### src/sv/rbc_pkg.sv
// Shared types and register indexes for the RSA block cipher.
package rbc_pkg;

   typedef struct packed {
      logic busy;
      logic done;
   } rbc_stat_type;

   localparam int unsigned ACC_BITS = 56;
   localparam int unsigned CSR_ADDR_BITS = 2;

   localparam logic [CSR_ADDR_BITS-1:0] CSR_MODULUS  = 2'd0;
   localparam logic [CSR_ADDR_BITS-1:0] CSR_EXPONENT = 2'd1;
   localparam logic [CSR_ADDR_BITS-1:0] CSR_MODE     = 2'd2;

   localparam logic [63:0] MODULUS_RESET  = 64'd2;
   localparam logic [63:0] EXPONENT_RESET = 64'd65537;

endpackage

### src/sv/rbc_modmul.sv
// Bit-serial shift-add modular multiplier, one multiplier bit per cycle.
module rbc_modmul
   import rbc_pkg::*;
#(
   parameter int unsigned WORD_BITS = 64
) (
   input  logic                 clock,
   input  logic                 reset,
   input  logic                 start,
   input  logic [WORD_BITS-1:0] a,
   input  logic [WORD_BITS-1:0] b,
   input  logic [WORD_BITS-1:0] n,
   output logic [WORD_BITS-1:0] prod,
   output rbc_stat_type         stat
);

   logic [WORD_BITS-1:0] r_ff, r_in, a_ff, a_in, b_ff, b_in;
   logic                 busy_ff, busy_in, done_ff, done_in;
   logic [WORD_BITS:0]   sum_r, sub_r, sum_a, sub_a;

   always_comb begin
      sum_r = {1'b0, r_ff} + {1'b0, a_ff};
      sub_r = sum_r - {1'b0, n};
      sum_a = {1'b0, a_ff} + {1'b0, a_ff};
      sub_a = sum_a - {1'b0, n};
      r_in    = r_ff;
      a_in    = a_ff;
      b_in    = b_ff;
      busy_in = busy_ff;
      done_in = 1'b0;
      if (start) begin
         r_in    = '0;
         a_in    = a;
         b_in    = b;
         busy_in = 1'b1;
      end else if (busy_ff) begin
         if (b_ff == '0) begin
            busy_in = 1'b0;
            done_in = 1'b1;
         end else begin
            if (b_ff[0]) begin
               r_in = (sum_r >= {1'b0, n}) ? sub_r[WORD_BITS-1:0] : sum_r[WORD_BITS-1:0];
            end
            a_in = (sum_a >= {1'b0, n}) ? sub_a[WORD_BITS-1:0] : sum_a[WORD_BITS-1:0];
            b_in = b_ff >> 1;
         end
      end
   end

   always_ff @(posedge clock) begin
      r_ff <= r_in;
      a_ff <= a_in;
      b_ff <= b_in;
      if (reset) begin
         busy_ff <= 1'b0;
         done_ff <= 1'b0;
      end else begin
         busy_ff <= busy_in;
         done_ff <= done_in;
      end
   end

   assign prod      = r_ff;
   assign stat.busy = busy_ff;
   assign stat.done = done_ff;

endmodule

### src/sv/rbc_powmod.sv
// Square-and-multiply sequencer with bit-serial input reduction.
module rbc_powmod
   import rbc_pkg::*;
#(
   parameter int unsigned WORD_BITS = 64
) (
   input  logic                 clock,
   input  logic                 reset,
   input  logic                 start,
   input  logic [WORD_BITS-1:0] x,
   input  logic [63:0]          e,
   input  logic [WORD_BITS-1:0] n,
   output logic [WORD_BITS-1:0] res,
   output rbc_stat_type         stat
);

   localparam int unsigned CW = $clog2(WORD_BITS);
   localparam logic [2:0] P_IDLE = 3'd0;
   localparam logic [2:0] P_RED  = 3'd1;
   localparam logic [2:0] P_CHK  = 3'd2;
   localparam logic [2:0] P_MR   = 3'd3;
   localparam logic [2:0] P_MS   = 3'd4;

   logic [2:0]           state_ff, state_in;
   logic [WORD_BITS-1:0] r_ff, r_in, b_ff, b_in, x_ff, x_in;
   logic [63:0]          e_ff, e_in;
   logic [CW-1:0]        cnt_ff, cnt_in;
   logic                 done_ff, done_in;
   logic [WORD_BITS:0]   red_s, red_d;
   logic                 mul_start;
   logic [WORD_BITS-1:0] mul_a, prod;
   rbc_stat_type         mstat;

   rbc_modmul #(.WORD_BITS(WORD_BITS)) u_mul (
      .clock (clock),
      .reset (reset),
      .start (mul_start),
      .a     (mul_a),
      .b     (b_ff),
      .n     (n),
      .prod  (prod),
      .stat  (mstat)
   );

   always_comb begin
      red_s     = {b_ff, x_ff[WORD_BITS-1]};
      red_d     = red_s - {1'b0, n};
      state_in  = state_ff;
      r_in      = r_ff;
      b_in      = b_ff;
      x_in      = x_ff;
      e_in      = e_ff;
      cnt_in    = cnt_ff;
      done_in   = 1'b0;
      mul_start = 1'b0;
      mul_a     = b_ff;
      unique case (state_ff)
         P_IDLE: begin
            if (start) begin
               if (n[WORD_BITS-1:1] == '0) begin
                  r_in    = '0;
                  done_in = 1'b1;
               end else begin
                  r_in     = {{(WORD_BITS-1){1'b0}}, 1'b1};
                  b_in     = '0;
                  x_in     = x;
                  e_in     = e;
                  cnt_in   = CW'(WORD_BITS - 1);
                  state_in = P_RED;
               end
            end
         end
         P_RED: begin
            b_in   = (red_s >= {1'b0, n}) ? red_d[WORD_BITS-1:0] : red_s[WORD_BITS-1:0];
            x_in   = x_ff << 1;
            cnt_in = cnt_ff - 1'b1;
            if (cnt_ff == '0) begin
               state_in = P_CHK;
            end
         end
         P_CHK: begin
            if (e_ff == '0) begin
               done_in  = 1'b1;
               state_in = P_IDLE;
            end else if (!mstat.busy) begin
               mul_start = 1'b1;
               if (e_ff[0]) begin
                  mul_a    = r_ff;
                  state_in = P_MR;
               end else begin
                  state_in = P_MS;
               end
            end
         end
         P_MR: begin
            if (mstat.done) begin
               r_in      = prod;
               mul_start = 1'b1;
               state_in  = P_MS;
            end
         end
         P_MS: begin
            if (mstat.done) begin
               b_in     = prod;
               e_in     = e_ff >> 1;
               state_in = P_CHK;
            end
         end
         default: state_in = P_IDLE;
      endcase
   end

   always_ff @(posedge clock) begin
      r_ff   <= r_in;
      b_ff   <= b_in;
      x_ff   <= x_in;
      e_ff   <= e_in;
      cnt_ff <= cnt_in;
      if (reset) begin
         state_ff <= P_IDLE;
         done_ff  <= 1'b0;
      end else begin
         state_ff <= state_in;
         done_ff  <= done_in;
      end
   end

   assign res       = r_ff;
   assign stat.busy = (state_ff != P_IDLE);
   assign stat.done = done_ff;

endmodule

### src/sv/rsa_block_cipher_64.sv
// Top level: byte packing, block control, result unpacking and stream ports.
// Per block: a bit-serial reduction of the input word, then per exponent bit a squaring plus a
// multiply for a set bit, each run on the bit-serial multiplier.
// One item is in flight at a time; throughput is set by the shared bit-serial
// multiplier. A result beat waits in the output register while the next item enters.
// Reset restores modulus, exponent, mode, FSM, block fill and flags; not the data registers.
module rsa_block_cipher_64
   import rbc_pkg::*;
#(
   parameter int unsigned WORD_BITS       = 64,
   parameter int unsigned MAX_BLOCK_BYTES = 7
) (
   input  logic                     clock,
   input  logic                     reset,
   input  logic                     req_tvalid,
   output logic                     req_tready,
   input  logic [63:0]              req_tdata,   // data
   input  logic                     req_tlast,
   output logic                     rsp_tvalid,
   input  logic                     rsp_tready,
   output logic [63:0]              rsp_tdata,   // data_res
   output logic [1:0]               rsp_tuser,   // [1] end_of_message, [0] terminator
   output logic                     rsp_tlast,
   input  logic                     csr_valid,
   output logic                     csr_ready,
   input  logic [CSR_ADDR_BITS-1:0] csr_addr,
   input  logic [63:0]              csr_wdata
);

   localparam logic [2:0] S_IDLE  = 3'd0;
   localparam logic [2:0] S_EPUSH = 3'd1;
   localparam logic [2:0] S_EPAD  = 3'd2;
   localparam logic [2:0] S_POW   = 3'd3;
   localparam logic [2:0] S_EMIT  = 3'd4;

   localparam logic [1:0] PH_BYTE = 2'd0;
   localparam logic [1:0] PH_ZERO = 2'd1;
   localparam logic [1:0] PH_PAD  = 2'd2;
   localparam logic [1:0] PH_DEC  = 2'd3;

   logic [63:0]          modulus_ff, exponent_ff;
   logic                 mode_ff;
   logic [2:0]           state_ff, state_in;
   logic [1:0]           ph_ff, ph_in;
   logic [63:0]          data_ff, data_in;
   logic                 last_ff, last_in;
   logic [ACC_BITS-1:0]  acc_ff, acc_in;
   logic [2:0]           cnt_ff, cnt_in;
   logic                 seen_ff, seen_in;
   logic [2:0]           idx_ff, idx_in;
   logic                 vld_ff, vld_in, rlast_ff, rlast_in;
   logic [63:0]          rdata_ff, rdata_in;
   logic [1:0]           ruser_ff, ruser_in;

   logic [WORD_BITS-1:0] n, q, pow_res;
   logic [2:0]           blk, cnt_n, pad_bytes, idx_m1;
   logic [ACC_BITS-1:0]  push_acc, pad_acc;
   logic [63:0]          pow_x, mword;
   logic [7:0]           push_byte, dbyte;
   logic                 pow_start, out_free, close, fin, accept;
   rbc_stat_type         pstat;

   rbc_powmod #(.WORD_BITS(WORD_BITS)) u_pow (
      .clock (clock),
      .reset (reset),
      .start (pow_start),
      .x     (pow_x[WORD_BITS-1:0]),
      .e     (exponent_ff),
      .n     (n),
      .res   (pow_res),
      .stat  (pstat)
   );

   assign n = modulus_ff[WORD_BITS-1:0];

   always_comb begin
      q   = (n - 1'b1) >> 8;
      blk = '0;
      for (int k = 0; k < int'(MAX_BLOCK_BYTES); k++) begin
         if ((q >> (8 * k)) != '0) begin
            blk = blk + 3'd1;
         end
      end
      if (n[WORD_BITS-1:1] == '0 || blk == '0) begin
         blk = 3'd1;
      end
   end

   always_comb begin
      accept    = req_tvalid && req_tready;
      out_free  = !vld_ff || rsp_tready;
      push_byte = (ph_ff == PH_BYTE) ? data_ff[7:0] : 8'd0;
      push_acc  = {acc_ff[ACC_BITS-9:0], push_byte};
      cnt_n     = cnt_ff + 3'd1;
      close     = (cnt_n >= blk) || (cnt_n == 3'd7);
      pad_bytes = (cnt_ff < blk) ? (blk - cnt_ff) : 3'd0;
      pad_acc   = acc_ff << {pad_bytes, 3'b000};
      mword     = 64'(pow_res);
      idx_m1    = idx_ff - 3'd1;
      dbyte     = mword[{idx_m1, 3'b000} +: 8];
      fin       = 1'b0;
      pow_start = 1'b0;
      pow_x     = req_tdata;
      state_in  = state_ff;
      ph_in     = ph_ff;
      data_in   = data_ff;
      last_in   = last_ff;
      acc_in    = acc_ff;
      cnt_in    = cnt_ff;
      seen_in   = seen_ff;
      idx_in    = idx_ff;
      vld_in    = vld_ff && !rsp_tready;
      rdata_in  = rdata_ff;
      ruser_in  = ruser_ff;
      rlast_in  = rlast_ff;
      unique case (state_ff)
         S_IDLE: begin
            if (accept) begin
               data_in = req_tdata;
               last_in = req_tlast;
               if (!mode_ff) begin
                  ph_in    = PH_BYTE;
                  state_in = S_EPUSH;
               end else if (!seen_ff) begin
                  pow_start = 1'b1;
                  ph_in     = PH_DEC;
                  state_in  = S_POW;
               end else if (req_tlast) begin
                  seen_in = 1'b0;
               end
            end
         end
         S_EPUSH: begin
            if (close) begin
               pow_x     = 64'(push_acc);
               pow_start = 1'b1;
               acc_in    = '0;
               cnt_in    = '0;
               state_in  = S_POW;
            end else begin
               acc_in = push_acc;
               cnt_in = cnt_n;
               if (ph_ff == PH_BYTE && last_ff) begin
                  ph_in = PH_ZERO;
               end else if (ph_ff == PH_ZERO) begin
                  state_in = S_EPAD;
               end else begin
                  state_in = S_IDLE;
               end
            end
         end
         S_EPAD: begin
            pow_x     = 64'(pad_acc);
            pow_start = 1'b1;
            acc_in    = '0;
            cnt_in    = '0;
            ph_in     = PH_PAD;
            state_in  = S_POW;
         end
         S_POW: begin
            if (pstat.done) begin
               idx_in   = blk;
               state_in = S_EMIT;
            end
         end
         S_EMIT: begin
            if (out_free) begin
               vld_in = 1'b1;
               if (ph_ff != PH_DEC) begin
                  fin      = (ph_ff == PH_BYTE) ? !last_ff : 1'b1;
                  rdata_in = mword;
                  ruser_in = {last_ff && fin, 1'b0};
                  rlast_in = fin;
                  if (ph_ff == PH_BYTE && last_ff) begin
                     ph_in    = PH_ZERO;
                     state_in = S_EPUSH;
                  end else begin
                     state_in = S_IDLE;
                  end
               end else if (idx_ff == '0) begin
                  rdata_in = '0;
                  ruser_in = 2'b11;
                  rlast_in = 1'b1;
                  seen_in  = 1'b0;
                  state_in = S_IDLE;
               end else if (dbyte == 8'd0) begin
                  rdata_in = '0;
                  ruser_in = 2'b11;
                  rlast_in = 1'b1;
                  seen_in  = !last_ff;
                  state_in = S_IDLE;
               end else begin
                  fin      = (idx_ff == 3'd1) && !last_ff;
                  rdata_in = 64'(dbyte);
                  ruser_in = 2'b00;
                  rlast_in = fin;
                  idx_in   = idx_m1;
                  if (fin) begin
                     state_in = S_IDLE;
                  end
               end
            end
         end
         default: state_in = S_IDLE;
      endcase
   end

   always_ff @(posedge clock) begin
      data_ff  <= data_in;
      last_ff  <= last_in;
      idx_ff   <= idx_in;
      rdata_ff <= rdata_in;
      ruser_ff <= ruser_in;
      rlast_ff <= rlast_in;
      if (reset) begin
         modulus_ff  <= MODULUS_RESET;
         exponent_ff <= EXPONENT_RESET;
         mode_ff     <= 1'b0;
         state_ff    <= S_IDLE;
         ph_ff       <= PH_BYTE;
         acc_ff      <= '0;
         cnt_ff      <= '0;
         seen_ff     <= 1'b0;
         vld_ff      <= 1'b0;
      end else begin
         state_ff <= state_in;
         ph_ff    <= ph_in;
         acc_ff   <= acc_in;
         cnt_ff   <= cnt_in;
         seen_ff  <= seen_in;
         vld_ff   <= vld_in;
         if (csr_valid) begin
            unique case (csr_addr)
               CSR_MODULUS:  modulus_ff  <= csr_wdata;
               CSR_EXPONENT: exponent_ff <= csr_wdata;
               CSR_MODE:     mode_ff     <= csr_wdata[0];
               default: ;
            endcase
         end
      end
   end

   assign req_tready = (state_ff == S_IDLE) && !pstat.busy;
   assign csr_ready  = 1'b1;
   assign rsp_tvalid = vld_ff;
   assign rsp_tdata  = rdata_ff;
   assign rsp_tuser  = ruser_ff;
   assign rsp_tlast  = rlast_ff;

endmodule

### config.mk
export PLATFORM = sky130hd
export DESIGN_NAME = rsa_block_cipher_64
export DESIGN_NICKNAME = d
export VERILOG_FILES = /design/src/sv/rbc_pkg.sv /design/src/sv/rbc_modmul.sv /design/src/sv/rbc_powmod.sv /design/src/sv/rsa_block_cipher_64.sv
export SDC_FILE = /design/constraint.sdc
export NUM_CORES = 2
export LEC_CHECK = 0
export BUFFER_PORTS_ARGS = -buffer_cell sky130_fd_sc_hd__buf_2
export CORE_UTILIZATION = 40
export CTS_CLUSTER_DIAMETER = 200
export DETAILED_ROUTE_END_ITERATION = 10
export SLEW_MARGIN = 5
export SYNTH_ARGS = -nofsm -noshare
export SYNTH_HDL_FRONTEND = slang
export SYNTH_SLANG_ARGS = --single-unit
export TNS_END_PERCENT = 100
### constraint.sdc
create_clock -name clock -period 27.5 [get_ports clock]
set_input_delay 2.75 -clock clock [delete_from_list [all_inputs] [get_ports clock]]
set_output_delay 2.75 -clock clock [all_outputs]
set_load 0.05 [all_outputs]
==> impl_metrics.env <==
export IMPL_drtAntennaViolNets=0
export IMPL_start_util_pct=40.4
export IMPL_cts_root_buf="clkbuf_16"
export IMPL_ys_ff_latch=734
export IMPL_drt_iter0_drc=4831
export IMPL_core_area_sq_um=120000
export IMPL_syn2layout_area_growth_pct=10.9
export IMPL_syn_avg_cell_area_sq_um=8.92
export IMPL_clockBufferDepth=3
export IMPL_ys_top_cells_by_count="nand2_1 (823), a21oi_1 (557), edfxtp_1 (469)"
export IMPL_syn_nets=5853
export IMPL_setup_violations=0
export IMPL_cts_tree="yes"
export IMPL_synth_most_common_cell="nand2_1"
export IMPL_stdcell_count=7175
export IMPL_fmax_mhz=87.7
export IMPL_cp_arrival_ns=11.92
export IMPL_cap_violations=0
export IMPL_final_area_sq_um=53800
export IMPL_synth_warnings=0
export IMPL_holdWs_ns=0.452
export IMPL_io_buffers=204
export IMPL_power_mw=8.36
export IMPL_cp_slowest_cell="nor2_1"
export IMPL_min_period_ns=11.41
export IMPL_critPathLaunchType="flip-flop"
export IMPL_clock_latency_ns=0.70
export IMPL_rsz0062_at_grt="false"
export IMPL_first_global_vias=40000
export IMPL_max_stage_delay_ns=0.92
export IMPL_ys_flop_type="edfxtp_1"
export IMPL_cts_resized=0
export IMPL_num_vias=42700
export IMPL_rows=127
export IMPL_syn_inst=5441
export IMPL_cts_sinks=734
export IMPL_layout_drive_gt1_share_pct=10.2
export IMPL_p_leak_nw=20.3
export IMPL_ctsHoldBuffers=0
export IMPL_worst_setup_hold_path_clk_slew_ns=0.06
export IMPL_fin_crit_sh_pct=41.5
export IMPL_yosysTopAreaCell="edfxtp_1"
export IMPL_placedCellCount=7013
export IMPL_regArea_sq_um=19400
export IMPL_routedWlPerCell_um=23.8
export IMPL_synth_distinct_cells=102
export IMPL_avgViaCountPerCell=5.95
export IMPL_endpoint_kind="flip-flop"
export IMPL_p_per_area_nw_per_um2=155
export IMPL_critPathKind="reg -> reg"
export IMPL_gr_total_overflow=0
export IMPL_fin_tns_setup_ns=0
export IMPL_routed_wl_um=171000
export IMPL_grt_pass1_wl_um=253000
export IMPL_multiInputGateArea_sq_um=27600
export IMPL_antenna_found_initial=4
export IMPL_grtUsageTotal_pct=27.2
export IMPL_synth_top_area_share_pct=29.0
export IMPL_cts_setup_buffers=0
export IMPL_drc=0
export IMPL_synthTopCellsByArea="edfxtp_1 (29%), dfxtp_1 (11%), ha_1 (7.0%), nand2_1 (6.4%), a21oi_1 (5.7%)"
export IMPL_place_hpwl_um=125000
export IMPL_clock_skew_ns=0.0427
export IMPL_synth_edf_count=469
export IMPL_hold_viol=0
export IMPL_die_h_um=350
export IMPL_async_reset_ff_share_pct=0
export IMPL_cts_made_buffers=86
export IMPL_firstDrtPassIters=9
export IMPL_htreeDepth=3
export IMPL_relSlewSlack_pct=15.6
export IMPL_cp_required_ns=28.01
export IMPL_dpl_cell_area_sq_um=51000
export IMPL_die_area_sq_um=123000
export IMPL_die_width_um=350
export IMPL_nFillCells=11900
export IMPL_ys_seq_area_share_pct=39.9
export IMPL_netlist_area_sq_um=48500
export IMPL_outcome="finished, final reports clean"
export IMPL_path_max_fanout=22
export IMPL_grt_max_degree=186
export IMPL_final_nets=5901
export IMPL_worst_slew_pin_slew_ns=1.27
export IMPL_hold_path_class="reg -> reg"
export IMPL_ir_drop_uv=99.1
export IMPL_drv_slew=0
export IMPL_io_pins=206
export IMPL_gp_congestion=0.938
export IMPL_cp_common_cell="ha_1"
per-layer routing:
layer | vias to the layer above | share of wire (%) | global-route usage, %
met1 | 20600 | 44 | 38.4
met2 | 1774 | 44 | 42.0
li1 | 20100 | - | -
met3 | 250 | 8.4 | 4.45
met5 | - | 0.016 | 0
met4 | 4 | 3.2 | 9.14
cell type report:
class	count	area share, %
tap	1612	3.75
antenna	1	0.00465
clock buffer	116	4.36
sequential	734	36.0
timing repair buffer	254	2.65
inverter	144	1.00
clock inverter	45	0.842
multi-input combinational	4269	51.4
worst max-delay path, delay by kind of cell, from the launching register on:
family                     cells  cell delay (ns)
AOI/OAI and AO/OA              7             2.96
xor gates and xnor gates       2             0.31
adders and majority gates      7             1.91
buffers and inverters          3             0.44
DFF                            1             0.32
muxes                          3             0.83
and+or+nand+nor               12             4.43
metrics by stage:
stage,worst slack [ns],utilization (%)
global route,15.28,44.8
floorplan,8.21,-
global placement,16.25,42.5
finish,16.09,44.8
CTS,16.07,44.8
detailed placement,16.07,42.5
cells in the final DEF, fill, tap and decap left out, types with 98 or more instances in the layout:
| cell | netlist | final |
|---|---|---|
| buf_2 | 16 | 203 |
| ha_1 | 272 | 272 |
| o21ai_0 | 345 | 344 |
| inv_1 | 142 | 142 |
| a21o_1 | 153 | 153 |
| nor3_1 | 131 | 129 |
| xor2_1 | 98 | 98 |
| nand2_1 | 823 | 821 |
| xnor2_1 | 142 | 142 |
| mux2i_1 | 160 | 160 |
| edfxtp_1 | 469 | 469 |
| dfxtp_1 | 265 | 264 |
| nor2_1 | 348 | 344 |
| a21oi_1 | 557 | 555 |
kinds of logic after synthesis:
logic type	count (synthesis)	synth area share, %
and+or+nand+nor	1893	18.3
buffers and inverters	438	3.53
AOI/OAI and AO/OA	1601	20.7
xor gates and xnor gates	240	4.33
adders and majority gates	276	7.18
DFF	734	39.9
other	1	0.00773
muxes	258	6.02
state kept, by name (all words and copies together), names as in the netlist, 8 cells and up:
signal,flops
u_pow.u_mul.b_ff,64
exponent_ff,64
u_pow.e_ff,64
u_pow.u_mul.prod,64
acc_ff,56
u_pow.u_mul.a_ff,64
modulus_ff,64
u_pow.x_ff,64
u_pow.res,64
rsp_tdata,64
u_pow.b_ff,64
data_ff,8
power breakdown:
group          total (mW)  switching, mW  internal, mW
combinational        5.06           3.15          1.91
clock                1.16          0.504         0.660
sequential           2.14          0.390          1.75
total                8.36           4.05          4.31
worst paths after layout:
check | cells past startpoint | end | start | slack [ns]
setup reg to reg | 34 | u_pow.x_ff[42] | modulus_ff[20] | 16.09
hold reg to reg | 2 | exponent_ff[10] | exponent_ff[10] | 0.45
hold / removal | 2 | exponent_ff[10] | exponent_ff[10] | 0.45
setup / recovery | 34 | u_pow.x_ff[42] | modulus_ff[20] | 16.09
Note: power is estimated with default switching activity, not from simulation.
